===== config.mk =====
export PLATFORM = sky130hd
export DESIGN_NAME = dns_reply_a_record_extractor
export DESIGN_NICKNAME = d
export VERILOG_FILES = /design/src/rtl/dra_pkg.sv /design/src/rtl/dns_reply_a_record_extractor.sv /design/src/rtl/dra_parser.sv /design/src/rtl/dra_out_stage.sv
export VERILOG_INCLUDE_DIRS = /design/src /design/src/rtl
export SDC_FILE = /design/constraint.sdc
export NUM_CORES = 1
export LEC_CHECK = 0
export BUFFER_PORTS_ARGS = -buffer_cell sky130_fd_sc_hd__buf_4
export CORE_ASPECT_RATIO = 1.1
export CORE_MARGIN = 4
export CORE_UTILIZATION = 55
export CTS_CLUSTER_SIZE = 20
export DETAILED_ROUTE_END_ITERATION = 8
export PLACE_DENSITY = 0.74
export SYNTH_ARGS = -nofsm -noshare
export SYNTH_HDL_FRONTEND = slang
export SYNTH_SLANG_ARGS = --single-unit

===== constraint.sdc =====
create_clock -name clk_i -period 4.3 [get_ports clk_i]
set_input_delay 0.645 -clock clk_i [delete_from_list [all_inputs] [get_ports clk_i]]
set_output_delay 0.645 -clock clk_i [all_outputs]
set_load 0.02 [all_outputs]

===== src/rtl/assert_macros.svh =====
// assertion macros shared by the top level and parser rtl files
`ifndef ASSERT_MACROS_SVH
`define ASSERT_MACROS_SVH

// property checked at every rising clock edge outside reset
`define DRA_ASSERT(lbl, clk, rst_n, prop, msg) \
  lbl: assert property (@(posedge clk) disable iff (!rst_n) prop) else $error(msg);

// same-cycle implication
`define DRA_ASSERT_IMP(lbl, clk, rst_n, ante, cons, msg) \
  `DRA_ASSERT(lbl, clk, rst_n, (ante) |-> (cons), msg)

// next-cycle implication
`define DRA_ASSERT_NXT(lbl, clk, rst_n, ante, cons, msg) \
  `DRA_ASSERT(lbl, clk, rst_n, (ante) |=> (cons), msg)

`endif


===== src/rtl/dra_pkg.sv =====
// types and constants of the dns reply a-record extractor
package dra_pkg;

  typedef enum logic [3:0] {
    PH_HEADER = 4'd0,
    PH_QNAME  = 4'd1,
    PH_QLABEL = 4'd2,
    PH_QPTR   = 4'd3,
    PH_QFIXED = 4'd4,
    PH_ANAME  = 4'd5,
    PH_ALABEL = 4'd6,
    PH_APTR   = 4'd7,
    PH_AFIXED = 4'd8,
    PH_RDSKIP = 4'd9,
    PH_ADDR   = 4'd10,
    PH_IDLE   = 4'd11,
    PH_NOANS  = 4'd12
  } phase_e;

  typedef enum logic [2:0] {
    ST_FOUND        = 3'd0,
    ST_SHORT        = 3'd1,
    ST_ID_MISMATCH  = 3'd2,
    ST_NOT_RESPONSE = 3'd3,
    ST_NO_ANSWERS   = 3'd4,
    ST_NO_A_RECORD  = 3'd5
  } status_e;

  typedef struct packed {
    logic [7:0] payload_byte;
    logic       last_byte;
  } in_beat_t;

  typedef struct packed {
    status_e     status;
    logic [31:0] address;
  } out_beat_t;

  // header byte positions
  localparam logic [3:0] HDR_ID_HI    = 4'd0;
  localparam logic [3:0] HDR_ID_LO    = 4'd1;
  localparam logic [3:0] HDR_FLAGS    = 4'd2;
  localparam logic [3:0] HDR_QD_HI    = 4'd4;
  localparam logic [3:0] HDR_QD_LO    = 4'd5;
  localparam logic [3:0] HDR_AN_HI    = 4'd6;
  localparam logic [3:0] HDR_AN_LO    = 4'd7;
  localparam logic [3:0] HDR_LAST     = 4'd11;

  // answer fixed part positions
  localparam logic [3:0] FIX_TYPE_HI  = 4'd0;
  localparam logic [3:0] FIX_TYPE_LO  = 4'd1;
  localparam logic [3:0] FIX_RDLEN_HI = 4'd8;
  localparam logic [3:0] FIX_LAST     = 4'd9;

  localparam logic [3:0]  QTAIL_LAST  = 4'd3;
  localparam logic [3:0]  ADDR_LAST   = 4'd3;
  localparam logic [7:0]  PTR_MASK    = 8'hC0;
  localparam logic [15:0] TYPE_A      = 16'd1;
  localparam logic [15:0] ADDR_LEN    = 16'd4;

endpackage


===== src/rtl/dns_reply_a_record_extractor.sv =====
// top level of the dns reply a-record extractor
//
// in channel: one payload byte per beat (in_valid_i/in_ready_o, in_data_i),
// last_byte set on the final byte of a reply. out channel: one beat per
// reply (out_valid_o/out_ready_i, out_data_o) with status and the ipv4
// address in wire order, address zero unless status is found.
// cfg_we_i writes cfg_wdata_i into the expected transaction id at once;
// write it only while no reply is in flight.
// a byte is captured in the input register and parsed into the result
// register: out_valid_o rises once the last byte of a reply has passed
// through both registers. throughput is one byte per cycle, set by the
// combinational parser update between them; only a last byte can wait.
// if the receiver stalls, the result register holds its beat; payload bytes
// other than the last keep flowing, while a last byte waits in the input
// register and holds input ready low until the result register frees.
// reset empties both registers, returns the parser to the header and
// clears the expected id to zero.
module dns_reply_a_record_extractor import dra_pkg::*; (
  input  logic        clk_i,
  input  logic        rst_ni,
  input  logic        cfg_we_i,
  input  logic [15:0] cfg_wdata_i,
  input  logic        in_valid_i,
  output logic        in_ready_o,
  input  in_beat_t    in_data_i,
  output logic        out_valid_o,
  input  logic        out_ready_i,
  output out_beat_t   out_data_o
);

  logic [15:0] expected_id_q;
  logic        in_valid_q, in_valid_d;
  in_beat_t    in_data_q;
  logic        consume;
  logic        out_free;
  logic        result_valid;
  out_beat_t   result;

  assign consume    = in_valid_q && (!in_data_q.last_byte || out_free);
  assign in_ready_o = !in_valid_q || consume;

  always_comb begin
    in_valid_d = in_valid_q;
    if (consume) in_valid_d = 1'b0;
    if (in_valid_i && in_ready_o) in_valid_d = 1'b1;
  end

  always_ff @(posedge clk_i or negedge rst_ni) begin
    if (!rst_ni) begin
      expected_id_q <= '0;
      in_valid_q    <= 1'b0;
    end else begin
      in_valid_q <= in_valid_d;
      if (cfg_we_i) expected_id_q <= cfg_wdata_i;
    end
  end

  always_ff @(posedge clk_i) begin
    if (in_valid_i && in_ready_o) begin
      in_data_q <= in_data_i;
    end
  end

  dra_parser u_parser (
    .clk_i          (clk_i),
    .rst_ni         (rst_ni),
    .consume_i      (consume),
    .beat_i         (in_data_q),
    .expected_id_i  (expected_id_q),
    .result_valid_o (result_valid),
    .result_o       (result)
  );

  dra_out_stage u_out (
    .clk_i       (clk_i),
    .rst_ni      (rst_ni),
    .load_i      (result_valid),
    .data_i      (result),
    .free_o      (out_free),
    .out_valid_o (out_valid_o),
    .out_ready_i (out_ready_i),
    .out_data_o  (out_data_o)
  );

`include "assert_macros.svh"

  `DRA_ASSERT_IMP(a_mid_beat_flows, clk_i, rst_ni,
    in_valid_q && !in_data_q.last_byte, consume,
    "non-last beat stalled in input register")
  `DRA_ASSERT_IMP(a_load_when_free, clk_i, rst_ni,
    result_valid, !out_valid_o || out_ready_i,
    "result overwrote an untaken beat")
  `DRA_ASSERT_IMP(a_addr_zero_on_miss, clk_i, rst_ni,
    out_valid_o && (out_data_o.status != ST_FOUND), out_data_o.address == '0,
    "address nonzero without a hit")

endmodule


===== src/rtl/dra_parser.sv =====
// byte-wise parser state and result decode
module dra_parser import dra_pkg::*; (
  input  logic        clk_i,
  input  logic        rst_ni,
  input  logic        consume_i,
  input  in_beat_t    beat_i,
  input  logic [15:0] expected_id_i,
  output logic        result_valid_o,
  output out_beat_t   result_o
);

  phase_e      phase_q, phase_d;
  logic [3:0]  byte_index_q, byte_index_d;
  logic        id_ok_q, id_ok_d;
  logic        is_response_q, is_response_d;
  logic [15:0] questions_left_q, questions_left_d;
  logic [15:0] answers_left_q, answers_left_d;
  logic [15:0] skip_left_q, skip_left_d;
  logic [15:0] record_type_q, record_type_d;
  logic [15:0] data_length_q, data_length_d;
  logic [31:0] address_acc_q, address_acc_d;
  logic        found_q, found_d;

  logic [7:0]  b;
  logic [15:0] rdlen_full;

  assign b          = beat_i.payload_byte;
  assign rdlen_full = {data_length_q[15:8], b};

  always_comb begin
    phase_d          = phase_q;
    byte_index_d     = byte_index_q;
    id_ok_d          = id_ok_q;
    is_response_d    = is_response_q;
    questions_left_d = questions_left_q;
    answers_left_d   = answers_left_q;
    skip_left_d      = skip_left_q;
    record_type_d    = record_type_q;
    data_length_d    = data_length_q;
    address_acc_d    = address_acc_q;
    found_d          = found_q;
    case (phase_q)
      PH_HEADER: begin
        case (byte_index_q)
          HDR_ID_HI: id_ok_d = (b == expected_id_i[15:8]);
          HDR_ID_LO: id_ok_d = id_ok_q && (b == expected_id_i[7:0]);
          HDR_FLAGS: is_response_d = b[7];
          HDR_QD_HI: questions_left_d = {b, 8'h00};
          HDR_QD_LO: questions_left_d = {questions_left_q[15:8], b};
          HDR_AN_HI: answers_left_d = {b, 8'h00};
          HDR_AN_LO: answers_left_d = {answers_left_q[15:8], b};
          default: ;
        endcase
        byte_index_d = byte_index_q + 4'd1;
        if (byte_index_q == HDR_LAST) begin
          byte_index_d = '0;
          if (!id_ok_q || !is_response_q) phase_d = PH_IDLE;
          else if (answers_left_q == '0) phase_d = PH_NOANS;
          else if (questions_left_q != '0) phase_d = PH_QNAME;
          else phase_d = PH_ANAME;
        end
      end
      PH_QNAME, PH_ANAME: begin
        if (b == '0) begin
          byte_index_d = '0;
          phase_d = (phase_q == PH_QNAME) ? PH_QFIXED : PH_AFIXED;
        end else if ((b & PTR_MASK) == PTR_MASK) begin
          phase_d = (phase_q == PH_QNAME) ? PH_QPTR : PH_APTR;
        end else begin
          skip_left_d = {8'h00, b};
          phase_d = (phase_q == PH_QNAME) ? PH_QLABEL : PH_ALABEL;
        end
      end
      PH_QLABEL, PH_ALABEL: begin
        skip_left_d = skip_left_q - 16'd1;
        if (skip_left_q == 16'd1) begin
          phase_d = (phase_q == PH_QLABEL) ? PH_QNAME : PH_ANAME;
        end
      end
      PH_QPTR: begin
        byte_index_d = '0;
        phase_d = PH_QFIXED;
      end
      PH_APTR: begin
        byte_index_d = '0;
        phase_d = PH_AFIXED;
      end
      PH_QFIXED: begin
        byte_index_d = byte_index_q + 4'd1;
        if (byte_index_q == QTAIL_LAST) begin
          byte_index_d = '0;
          questions_left_d = questions_left_q - 16'd1;
          phase_d = (questions_left_q == 16'd1) ? PH_ANAME : PH_QNAME;
        end
      end
      PH_AFIXED: begin
        case (byte_index_q)
          FIX_TYPE_HI:  record_type_d = {b, 8'h00};
          FIX_TYPE_LO:  record_type_d = {record_type_q[15:8], b};
          FIX_RDLEN_HI: data_length_d = {b, 8'h00};
          FIX_LAST:     data_length_d = rdlen_full;
          default: ;
        endcase
        byte_index_d = byte_index_q + 4'd1;
        if (byte_index_q == FIX_LAST) begin
          byte_index_d = '0;
          answers_left_d = answers_left_q - 16'd1;
          if (record_type_q == TYPE_A && rdlen_full == ADDR_LEN) begin
            address_acc_d = '0;
            phase_d = PH_ADDR;
          end else if (rdlen_full != '0) begin
            skip_left_d = rdlen_full;
            phase_d = PH_RDSKIP;
          end else begin
            phase_d = (answers_left_q == 16'd1) ? PH_IDLE : PH_ANAME;
          end
        end
      end
      PH_RDSKIP: begin
        skip_left_d = skip_left_q - 16'd1;
        if (skip_left_q == 16'd1) begin
          phase_d = (answers_left_q == '0) ? PH_IDLE : PH_ANAME;
        end
      end
      PH_ADDR: begin
        address_acc_d = {address_acc_q[23:0], b};
        byte_index_d = byte_index_q + 4'd1;
        if (byte_index_q == ADDR_LAST) begin
          byte_index_d = '0;
          found_d = 1'b1;
          phase_d = PH_IDLE;
        end
      end
      default: ;
    endcase
  end

  always_comb begin
    result_valid_o   = consume_i && beat_i.last_byte;
    result_o.address = '0;
    if (phase_d == PH_HEADER) result_o.status = ST_SHORT;
    else if (!id_ok_d) result_o.status = ST_ID_MISMATCH;
    else if (!is_response_d) result_o.status = ST_NOT_RESPONSE;
    else if (phase_d == PH_NOANS) result_o.status = ST_NO_ANSWERS;
    else if (found_d) begin
      result_o.status  = ST_FOUND;
      result_o.address = address_acc_d;
    end else result_o.status = ST_NO_A_RECORD;
  end

  always_ff @(posedge clk_i or negedge rst_ni) begin
    if (!rst_ni) begin
      phase_q          <= PH_HEADER;
      byte_index_q     <= '0;
      id_ok_q          <= 1'b1;
      is_response_q    <= 1'b0;
      questions_left_q <= '0;
      answers_left_q   <= '0;
      skip_left_q      <= '0;
      record_type_q    <= '0;
      data_length_q    <= '0;
      address_acc_q    <= '0;
      found_q          <= 1'b0;
    end else if (consume_i) begin
      if (beat_i.last_byte) begin
        phase_q          <= PH_HEADER;
        byte_index_q     <= '0;
        id_ok_q          <= 1'b1;
        is_response_q    <= 1'b0;
        questions_left_q <= '0;
        answers_left_q   <= '0;
        skip_left_q      <= '0;
        record_type_q    <= '0;
        data_length_q    <= '0;
        address_acc_q    <= '0;
        found_q          <= 1'b0;
      end else begin
        phase_q          <= phase_d;
        byte_index_q     <= byte_index_d;
        id_ok_q          <= id_ok_d;
        is_response_q    <= is_response_d;
        questions_left_q <= questions_left_d;
        answers_left_q   <= answers_left_d;
        skip_left_q      <= skip_left_d;
        record_type_q    <= record_type_d;
        data_length_q    <= data_length_d;
        address_acc_q    <= address_acc_d;
        found_q          <= found_d;
      end
    end
  end

`include "assert_macros.svh"

  `DRA_ASSERT_NXT(a_restart_after_last, clk_i, rst_ni, result_valid_o, (phase_q == PH_HEADER) && (byte_index_q == '0) && !found_q, "parser did not restart after last beat")
  `DRA_ASSERT_IMP(a_found_in_idle, clk_i, rst_ni, found_q, phase_q == PH_IDLE, "found set outside idle phase")
  `DRA_ASSERT_IMP(a_header_index, clk_i, rst_ni, phase_q == PH_HEADER, byte_index_q <= HDR_LAST, "header index out of range")

endmodule


===== src/rtl/dra_out_stage.sv =====
// result register toward the output channel
module dra_out_stage import dra_pkg::*; (
  input  logic      clk_i,
  input  logic      rst_ni,
  input  logic      load_i,
  input  out_beat_t data_i,
  output logic      free_o,
  output logic      out_valid_o,
  input  logic      out_ready_i,
  output out_beat_t out_data_o
);

  logic      valid_q, valid_d;
  out_beat_t data_q;

  assign free_o      = !valid_q || out_ready_i;
  assign out_valid_o = valid_q;
  assign out_data_o  = data_q;

  always_comb begin
    valid_d = valid_q;
    if (out_ready_i) valid_d = 1'b0;
    if (load_i) valid_d = 1'b1;
  end

  always_ff @(posedge clk_i or negedge rst_ni) begin
    if (!rst_ni) begin
      valid_q <= 1'b0;
    end else begin
      valid_q <= valid_d;
    end
  end

  always_ff @(posedge clk_i) begin
    if (load_i) begin
      data_q <= data_i;
    end
  end

endmodule

==> results of run 1 <==
-- area by class of cell --
| cell class | instances | area (um^2) |
|---|---|---|
| inverter | 20 | 75.1 |
| clock inverter | 15 | 164 |
| fill | 1428 | 6150 |
| tap | 234 | 293 |
| sequential | 177 | 4650 |
| multi-input combinational | 733 | 4790 |
| timing repair buffer | 94 | 722 |
| clock buffer | 17 | 425 |
-- kinds of logic after synthesis --
| group | synth area share |
|---|---|
| AOI/OAI and AO/OA | 0.225 |
| buffers and inverters | 0.0394 |
| and+or+nand+nor | 0.209 |
| adders and majority gates | 0.0153 |
| muxes | 0.0194 |
| xor gates and xnor gates | 0.0170 |
| DFF | 0.474 |
-- path summary, 6_finish.rpt --
path / endpoint / from / slack, ns / depth (start not counted)
worst max-delay path: u_out.out_data_o[0] / in_data_q[7] / 0.79 / 12
worst min-delay path: u_parser.answers_left_q[5] / rst_ni / 0.29 / 1
worst max register to register: u_out.out_data_o[0] / in_data_q[7] / 0.79 / 12
worst min register to register: u_parser.answers_left_q[1] / u_parser.answers_left_q[1] / 0.48 / 2
max in group asynchronous: u_parser.id_ok_q / rst_ni / 3.14 / 2
min in group clk_i: in_data_q[1] / in_data_i[1] / 0.38 / 1
-- synth_stat cells (all sizes together), types with 20 or more instances --
library cell and count:
dfrtp 132, o21ai 115, nand2 99, nor2 76, a22oi 49, clkbuf 49
a21oi 45, edfxtp 44, nor3b 39, a22o 38, nor3 26, nand3 24
buf 20
-- power breakdown --
part           internal [mW]  switching, mW  total [mW]
Clock                  0.780          0.760        1.54
Combinational          0.660           1.14        1.80
Sequential              1.98          0.281        2.26
-- state kept, by name, summed over array words and instances, names as in the netlist --
| name | count |
|---|---|
| u_parser.is_response_q | 1 |
| in_data_q | 9 |
| u_parser.address_acc_q | 32 |
| u_parser.found_q | 1 |
| u_parser.id_ok_q | 1 |
| u_parser.skip_left_q | 16 |
| u_parser.byte_index_q | 4 |
| u_out.out_valid_o | 1 |
| u_parser.phase_q | 4 |
| u_out.out_data_o | 35 |
| in_valid_q | 1 |
| u_parser.data_length_q | 8 |
| expected_id_q | 16 |
| u_parser.record_type_q | 16 |
| u_parser.questions_left_q | 16 |
| u_parser.answers_left_q | 16 |
-- through the flow --
stage               cell area [um^2]  cells  setup WS [ns]  total power [mW]  utilization
floorplan                       9800    999           1.30              3.57            -
global placement               10500   1258          0.980              4.03        0.610
detailed placement             10500   1258          0.891              4.06        0.610
CTS                            11100   1290          0.857              5.60        0.644
global route                   11100   1290          0.666              5.91        0.644
finish                         11100   1290          0.793              5.60        0.644
-- critical path: cells and delay by family (launching register included) --
family	cells	cell delay [ns]
adder cells (fa/ha/maj)	1	0.22
buffers and inverters	2	0.48
AO/OA/AOI/OAI	4	0.77
flip-flops	1	0.37
AND/OR/NAND/NOR	5	1.37
-- routing by layer --
metal	global-route usage	up-vias	share of wire
met5	0	-	0
met4	0.0917	0	0.026
met3	0.0398	46	0.065
met2	0.427	337	0.48
met1	0.364	4032	0.43
li1	-	3827	-
-- placed cells by master (no fill, tap or decap), drive strengths merged, types with 12 or more instances in the layout --
cell type    n
nor3b       39
nor4        19
inv         27
clkbuf      17
nand3       24
dfrtp      132
ha          12
a22oi       49
a31oi       15
a22o        38
nor2        76
o21ai      115
edfxtp      44
xnor2       18
mux2        16
a21oi       45
nand2       99
nor3        26
buf         94
==> impl_metrics.toml, run 1 <==
[status]
status = "finished clean"

[logic_synthesis]
synthesis.nets = 1041
synthCells = 999
yosys.area.top_type = "dfrtp_1"
avgSynthCellArea_um2 = 9.81
synth-seq-cells = 177
yosys-top-cells-area = "dfrtp_1 34%, edfxtp_1 13%, o21ai_0 5.7%, nor3b_2 4.0%, nand2_1 3.8%"
synth_top_area_frac = 0.337
seq_area_frac_synth = 0.474
synthDistinctLibCells = 76
synthesis.area_mm2 = 0.00980
yosysWarnings = 0
async_flop_share = 0.751
synth_edf_count = 44
ys.flop_type = "dfrtp_1"

[clocking]
clk_pin_slew_worst_paths_ns = 0.08
cts_buffers = 17
cts_resized = 0
clock_latency_ns = 0.44
htree_levels = 4
cts_num_sinks = 177
clock_tree.buffer_depth = 2
root_buffer = "clkbuf_16"
cts_tree = "done"
cts_hold_buf = 0
post-cts-setup-buffer-count = 0

[power_and_ir_drop]
ir_drop_v = 0.000300
p_per_area_mw_per_mm2 = 504
power.leakage_nw = 4.36

[sta]
max-slew-margin-rel = 0.294
finClkSkew_ns = 0.0108
timing_hold_violations_final = 0
rsz0062_at_grt = "false"
finalSetupViolations = 0
min_period_ns = 3.51
worst_pin_slew_ns = 1.06
whs_ns = 0.294
fin_tns_setup_ns = 0
max_freq_mhz = 285
fin_crit_sh = 0.816
drv_slew = 0

[setup_path]
crit_chain = "buf_4 -> nor3_1 -> and3_1 -> ha_1 -> nor3b_1 -> o21ai_1 -> o311ai_1 -> nor4_1 -> o21ai_1 -> a211oi_4 -> buf_12 -> nor3b_1"
worstPathArrival_ns = 3.69
crit_type = "register to register"
start_kind = "register"
crit_path_max_fanout = 32
slowest_delay_ns = 0.60
endpoint_kind = "register"
critPathRequiredTime_ns = 4.48
slowest_stage = "nor4_1"

[final_layout]
antenna_cells = 0
fin_nets = 1085
areaGrowthSynthToFinish_pct = 13.4
drive_gt1_frac = 0.188

[global_route]
grt_overflow_total = 0
grt_max_degree = 93
first_global_vias = 7868
grt_usage = 0.264
antenna_found_initial = 0
grt_first_pass_wirelength_um = 42000

[routing]
drtAntennaViolNets = 0
wirelength_um = 26300
routed_via_density = 6.39
first_pass_iters = 5
first_iter_violations = 913
drt-wirelength-per-cell_um = 20.4
route.vias.total = 8242
remaining_drc_errors = 0

[floorplanning]
coreArea_mm2 = 0.0173
die_w_um = 135
start_util = 0.568
io_pins = 67
dieArea_mm2 = 0.0200
fp.dieH_um = 148
rows = 50

[placement]
dp_hpwl_um = 17600
gp_congestion = 0.948
port_buffers = 66

[run]
drv_cap = 0

[hold_path]
hold_path_class = "input pin to asynchronous set/reset pin"
(Power assumes the default switching activity.)
==> run 2, diff against run 1 <==
Clock period 4.3 ns to 3.65 ns, I/O delays scaled along.
==> run 2 against run 1 <==
Compared with the run above: register-to-register slack got worse by 0.52 ns; largest power group unchanged; critical endpoint unchanged; via count increased by 0.34%; critical path type unchanged; combinational power increased by 19%; final cell count increased by 0.23%; sequential cell count unchanged; global-route usage increased by 0.063 points; routed wire length decreased by 0.66%; clock-buffer cell count unchanged; die area unchanged; critical path depth decreased by 1; hold slack got worse by 0.18 ns.
==> impl_metrics.toml, run 2 (synthesis gave the netlist of run 1 again) <==
[placement]
place_ws_ns = 0.349
dp_hpwl_um = 17400
port_buffers = 66
place_inst = 1261
gp_congestion = 0.929
dpl_cell_area_mm2 = 0.0106

[sta]
fin_tns_setup_ns = 0
finalSetupViolations = 0
rsz0062_at_grt = "false"
timing_hold_violations_final = 0
max_freq_mhz = 296
drv_slew = 0
max-slew-margin-rel = 0.326
min_period_ns = 3.38
finClkSkew_ns = 0.0134
worst_pin_slew_ns = 1.01
timing.final.ws_setup_ns = 0.273
fin_crit_sh = 0.925

[power_and_ir_drop]
total_power_mw = 6.69
clkPwrFrac = 0.285
power.internal_mw = 4.11
p_per_area_mw_per_mm2 = 599
ir_drop_v = 0.000355
seqPwrFrac = 0.396
power_frac_comb = 0.319
power.leakage_nw = 4.40
switchingPower_mw = 2.58
switching_share = 0.385

[global_route]
grt_first_pass_wirelength_um = 42500
first_global_vias = 8210
antenna_found_initial = 0
grt_overflow_total = 0
grt_max_degree = 73
grt_usage = 0.265

[floorplanning]
rows = 50
io_pins = 67
dieArea_mm2 = 0.0200
fp.dieH_um = 148
start_util = 0.568
die_w_um = 135
coreArea_mm2 = 0.0173

[setup_path]
endpoint_kind = "register"
crit_path_max_fanout = 32
worstPathArrival_ns = 3.56
r2r_setup_slack_ns = 0.27
reg2reg_depth = 11
critPathRequiredTime_ns = 3.83
crit_type = "register to register"
reg2reg_to = "u_out.out_data_o[0]"
start_kind = "register"
r2r-start = "in_data_q[8]"

[clocking]
root_buffer = "clkbuf_16"
post-cts-setup-buffer-count = 0
cts_num_sinks = 177
cts_hold_buf = 0
cts_buffers = 17
clk_pin_slew_worst_paths_ns = 0.08
cts_resized = 0
htree_levels = 4
cts_tree = "done"
clock_tree.buffer_depth = 2
clock_latency_ns = 0.44

[final_layout]
areaGrowthSynthToFinish_pct = 14.1
drive_gt1_frac = 0.191
multiInputGateArea_mm2 = 0.00479
final-instance-count-excl-fill = 1293
largest_reg_flops = 35
fill_cells = 1440
antenna_cells = 0
final_common_cell = "dfrtp_1"
seqCellArea_mm2 = 0.00465
fin_nets = 1088
final_cell_area_mm2 = 0.0112
final_cell_mix = "132 x dfrtp_1, 111 x o21ai_0, 99 x nand2_1"

[routing]
route.vias.total = 8270
remaining_drc_errors = 0
drt-wirelength-per-cell_um = 20.2
first_iter_violations = 963
first_pass_iters = 8
drtAntennaViolNets = 0
wirelength_um = 26100
routed_via_density = 6.40

[status]
status = "finished clean"

[hold_path]
hold_path_class = "input pin to asynchronous set/reset pin"

[run]
drv_cap = 0
-- run 2: cell count changes in the layout (fill, tap and decap cells not counted) --
cell / before / now
clkinvlp_4: 1 / 0
inv_12: 1 / 2
inv_6: 5 / 4
clkinv_1: 2 / 1
clkinv_4: 0 / 2
buf_4: 92 / 95
bufinv_16: 0 / 1
clkinv_2: 1 / 0
-- run 2: final cells by class --
cell class,count,share of cell area
multi-input combinational,733,0.428
clock inverter,15,0.0181
inverter,20,0.00671
tap,234,0.0262
timing repair buffer,97,0.0666
clock buffer,17,0.0380
sequential,177,0.416
-- run 2: critical path, stage by stage (launching register included) --
cell and delay, ns:
edfxtp_1 0.43, nor4_4 0.39, and3_1 0.22, ha_1 0.23
nor3b_1 0.14, o21ai_1 0.12, o311ai_1 0.11, nor4_1 0.58
o21ai_1 0.25, a211oi_4 0.29, buf_12 0.26, nor3b_1 0.08
-- run 2: worst max-delay path by stage --
stage,startpoint,endpoint,slack (ns),cells after the start
floorplan,u_parser.phase_q[3],u_out.out_data_o[22],0.66,13
global placement,u_parser.data_length_q[8],u_out.out_data_o[1],0.32,8
detailed placement,in_data_q[8],u_out.out_data_o[8],0.35,11
CTS,in_data_q[8],u_out.out_data_o[0],0.33,11
global route,in_data_q[8],u_out.out_data_o[0],0.10,11
finish,in_data_q[8],u_out.out_data_o[0],0.27,11
-- run 2: per-layer routing --
| layer | up-vias | wire (um) | global-route usage | part of all wire |
|---|---|---|---|---|
| met4 | 0 | 769 | 0.0872 | 0.029 |
| met2 | 366 | 12500 | 0.423 | 0.48 |
| li1 | 3837 | - | - | - |
| met1 | 4004 | 10800 | 0.365 | 0.41 |
| met5 | - | 0 | 0 | 0 |
| met3 | 63 | 1970 | 0.0514 | 0.076 |
-- run 2: power by group through the flow --
stage	registers (mW)	clock network [mW]	logic, mW
4_1_cts	2.64	1.93	2.11
5_1_grt	2.69	2.02	2.35
6_report	2.65	1.91	2.14
3_5_place_dp	2.68	0	2.10
3_3_place_gp	2.67	0	2.07
2_1_floorplan	2.63	0	1.58
-- run 2: through the flow --
stage / utilization / hold WS, ns
5_1_grt: 0.648 / 0.169
4_1_cts: 0.648 / 0.148
3_3_place_gp: 0.611 / 0.462
6_report: 0.648 / 0.117
2_1_floorplan: - / 0.252
3_5_place_dp: 0.611 / 0.472
==> run 3, diff against run 2 <==
Settings changed: BUFFER_PORTS_ARGS -buffer_cell sky130_fd_sc_hd__buf_4 to -buffer_cell sky130_fd_sc_hd__buf_2, MAX_ROUTING_LAYER set to met4, SLEW_MARGIN set to 20.
==> run 3 against run 2 <==
Compared with the run above: clock skew hardly changed; non-clock buffer count stayed put; maximum frequency is 0.53% lower; critical endpoint unchanged; largest power group unchanged; register-to-register slack worse by 0.02 ns; clock-buffer cell count stayed put; critical path depth is 3 lower; sequential cell count stayed put; sequential power hardly changed; critical path type unchanged; largest cell class unchanged.
==> impl_metrics.toml, run 3 (synthesis gave the netlist of run 1 again) <==
[power_and_ir_drop]
ir_drop_v = 0.000362
switching_share = 0.388
switchingPower_mw = 2.61
power_frac_comb = 0.315
power.internal_mw = 4.11
total_power_mw = 6.72
p_per_area_mw_per_mm2 = 609
clkPwrFrac = 0.291
power.leakage_nw = 4.36
seqPwrFrac = 0.394

[clocking]
clk_pin_slew_worst_paths_ns = 0.08
cts_resized = 0
post-cts-setup-buffer-count = 0
cts_hold_buf = 0
cts_tree = "done"
cts_buffers = 17
cts_num_sinks = 177
clock_tree.buffer_depth = 2
clock_latency_ns = 0.45
root_buffer = "clkbuf_16"
htree_levels = 4

[setup_path]
crit_path_max_fanout = 32
crit_start = "u_parser.data_length_q[8]"
crit_chain = "nor4_1 -> nand4_1 -> o31ai_1 -> o2111a_2 -> o21ai_1 -> a211oi_4 -> buf_12 -> nor3b_1"
worstPathArrival_ns = 3.59
slowest_stage = "nor4_1"
path_delay_family = "simple AND/OR/NAND/NOR gates"
slowest_delay_ns = 0.76
crit_type = "register to register"
worst-path-buf-inv = 1
endpoint_kind = "register"
r2r-start = "u_parser.data_length_q[8]"
critPathRequiredTime_ns = 3.85
start_kind = "register"

[floorplanning]
start_util = 0.568
coreArea_mm2 = 0.0173
rows = 50
fp.dieH_um = 148
die_w_um = 135
dieArea_mm2 = 0.0200
io_pins = 67

[sta]
max-slew-margin-rel = 0.313
finClkSkew_ns = 0.0131
max_freq_mhz = 295
timing_hold_violations_final = 0
min_period_ns = 3.39
drv_slew = 0
timing.final.ws_setup_ns = 0.255
fin_crit_sh = 0.930
rsz0062_at_grt = "false"
fin_tns_setup_ns = 0
finalSetupViolations = 0
whs_ns = 0.132
worst_pin_slew_ns = 1.03

[routing]
drtAntennaViolNets = 0
wl_met2_um = 12200
drt-wirelength-per-cell_um = 20.2
first_iter_violations = 961
top_layer = "met4"
wl_met1_um = 11000
routed_via_density = 6.43
remaining_drc_errors = 0
wirelength_um = 26100
first_pass_iters = 6
wl_met3_um = 1870
route.vias.total = 8309

[placement]
place_ws_ns = 0.311
port_buffers = 66
dp_hpwl_um = 17400
gp_congestion = 0.967

[global_route]
grt_max_degree = 82
grt_usage = 0.271
grt_overflow_total = 0
first_global_vias = 7799
antenna_found_initial = 0
grt_first_pass_wirelength_um = 42000

[final_layout]
multiInputGateArea_mm2 = 0.00479
largest_reg_flops = 35
drive_gt1_frac = 0.191
seqCellArea_mm2 = 0.00465
final_common_cell = "dfrtp_1"
final_cell_mix = "132 x dfrtp_1, 111 x o21ai_0, 99 x nand2_1"
antenna_cells = 0
fin_util = 0.640
areaGrowthSynthToFinish_pct = 12.6
fin_nets = 1088
fill_cells = 1410

[hold_path]
hold_path_class = "input pin to asynchronous set/reset pin"

[status]
status = "finished clean"

[run]
drv_cap = 0
==> run 3: cell types whose count changed in the layout (fill, tap and decap cells not counted), moves of 2 or more <==
| cell | change |
|---|---|
| buf_2 | +65 |
| buf_4 | -65 |
| inv_6 | -3 |
| clkinv_8 | +2 |
==> run 3: metrics by stage <==
stage,cells,area (um^2)
2_1_floorplan,999,9800
3_3_place_gp,1261,10400
3_5_place_dp,1261,10400
4_1_cts,1293,11000
5_1_grt,1293,11000
6_report,1293,11000
==> run 3: final timing paths <==
check / end / slack (ns) / cells after the start
min in group clk_i: in_data_q[8] / 0.27 / 1
max: u_out.out_data_o[0] / 0.26 / 8
max in group asynchronous: u_parser.answers_left_q[13] / 2.60 / 2
max reg2reg: u_out.out_data_o[0] / 0.26 / 8
min: u_parser.answers_left_q[4] / 0.13 / 1
min reg2reg: u_parser.answers_left_q[1] / 0.48 / 2
==> run 3: final cells by class <==
type                       count  area share
multi-input combinational    733       0.434
tap                          234      0.0265
timing repair buffer          97      0.0527
clock buffer                  17      0.0385
clock inverter                15      0.0206
inverter                      20     0.00680
sequential                   177       0.421
==> run 3: layer usage <==
layer / up-vias / GRT usage
li1: 3834 / -
met1: 4047 / 0.367
met2: 346 / 0.413
met3: 82 / 0.0425
met4: 0 / 0.109
met5: - / -
==> run 3: power by group through the flow <==
stage / registers [mW] / logic, mW / clock network [mW]
2_1_floorplan: 2.63 / 1.58 / 0
3_3_place_gp: 2.66 / 2.05 / 0
3_5_place_dp: 2.67 / 2.08 / 0
4_1_cts: 2.64 / 2.10 / 1.98
5_1_grt: 2.69 / 2.35 / 2.07
6_report: 2.65 / 2.12 / 1.96
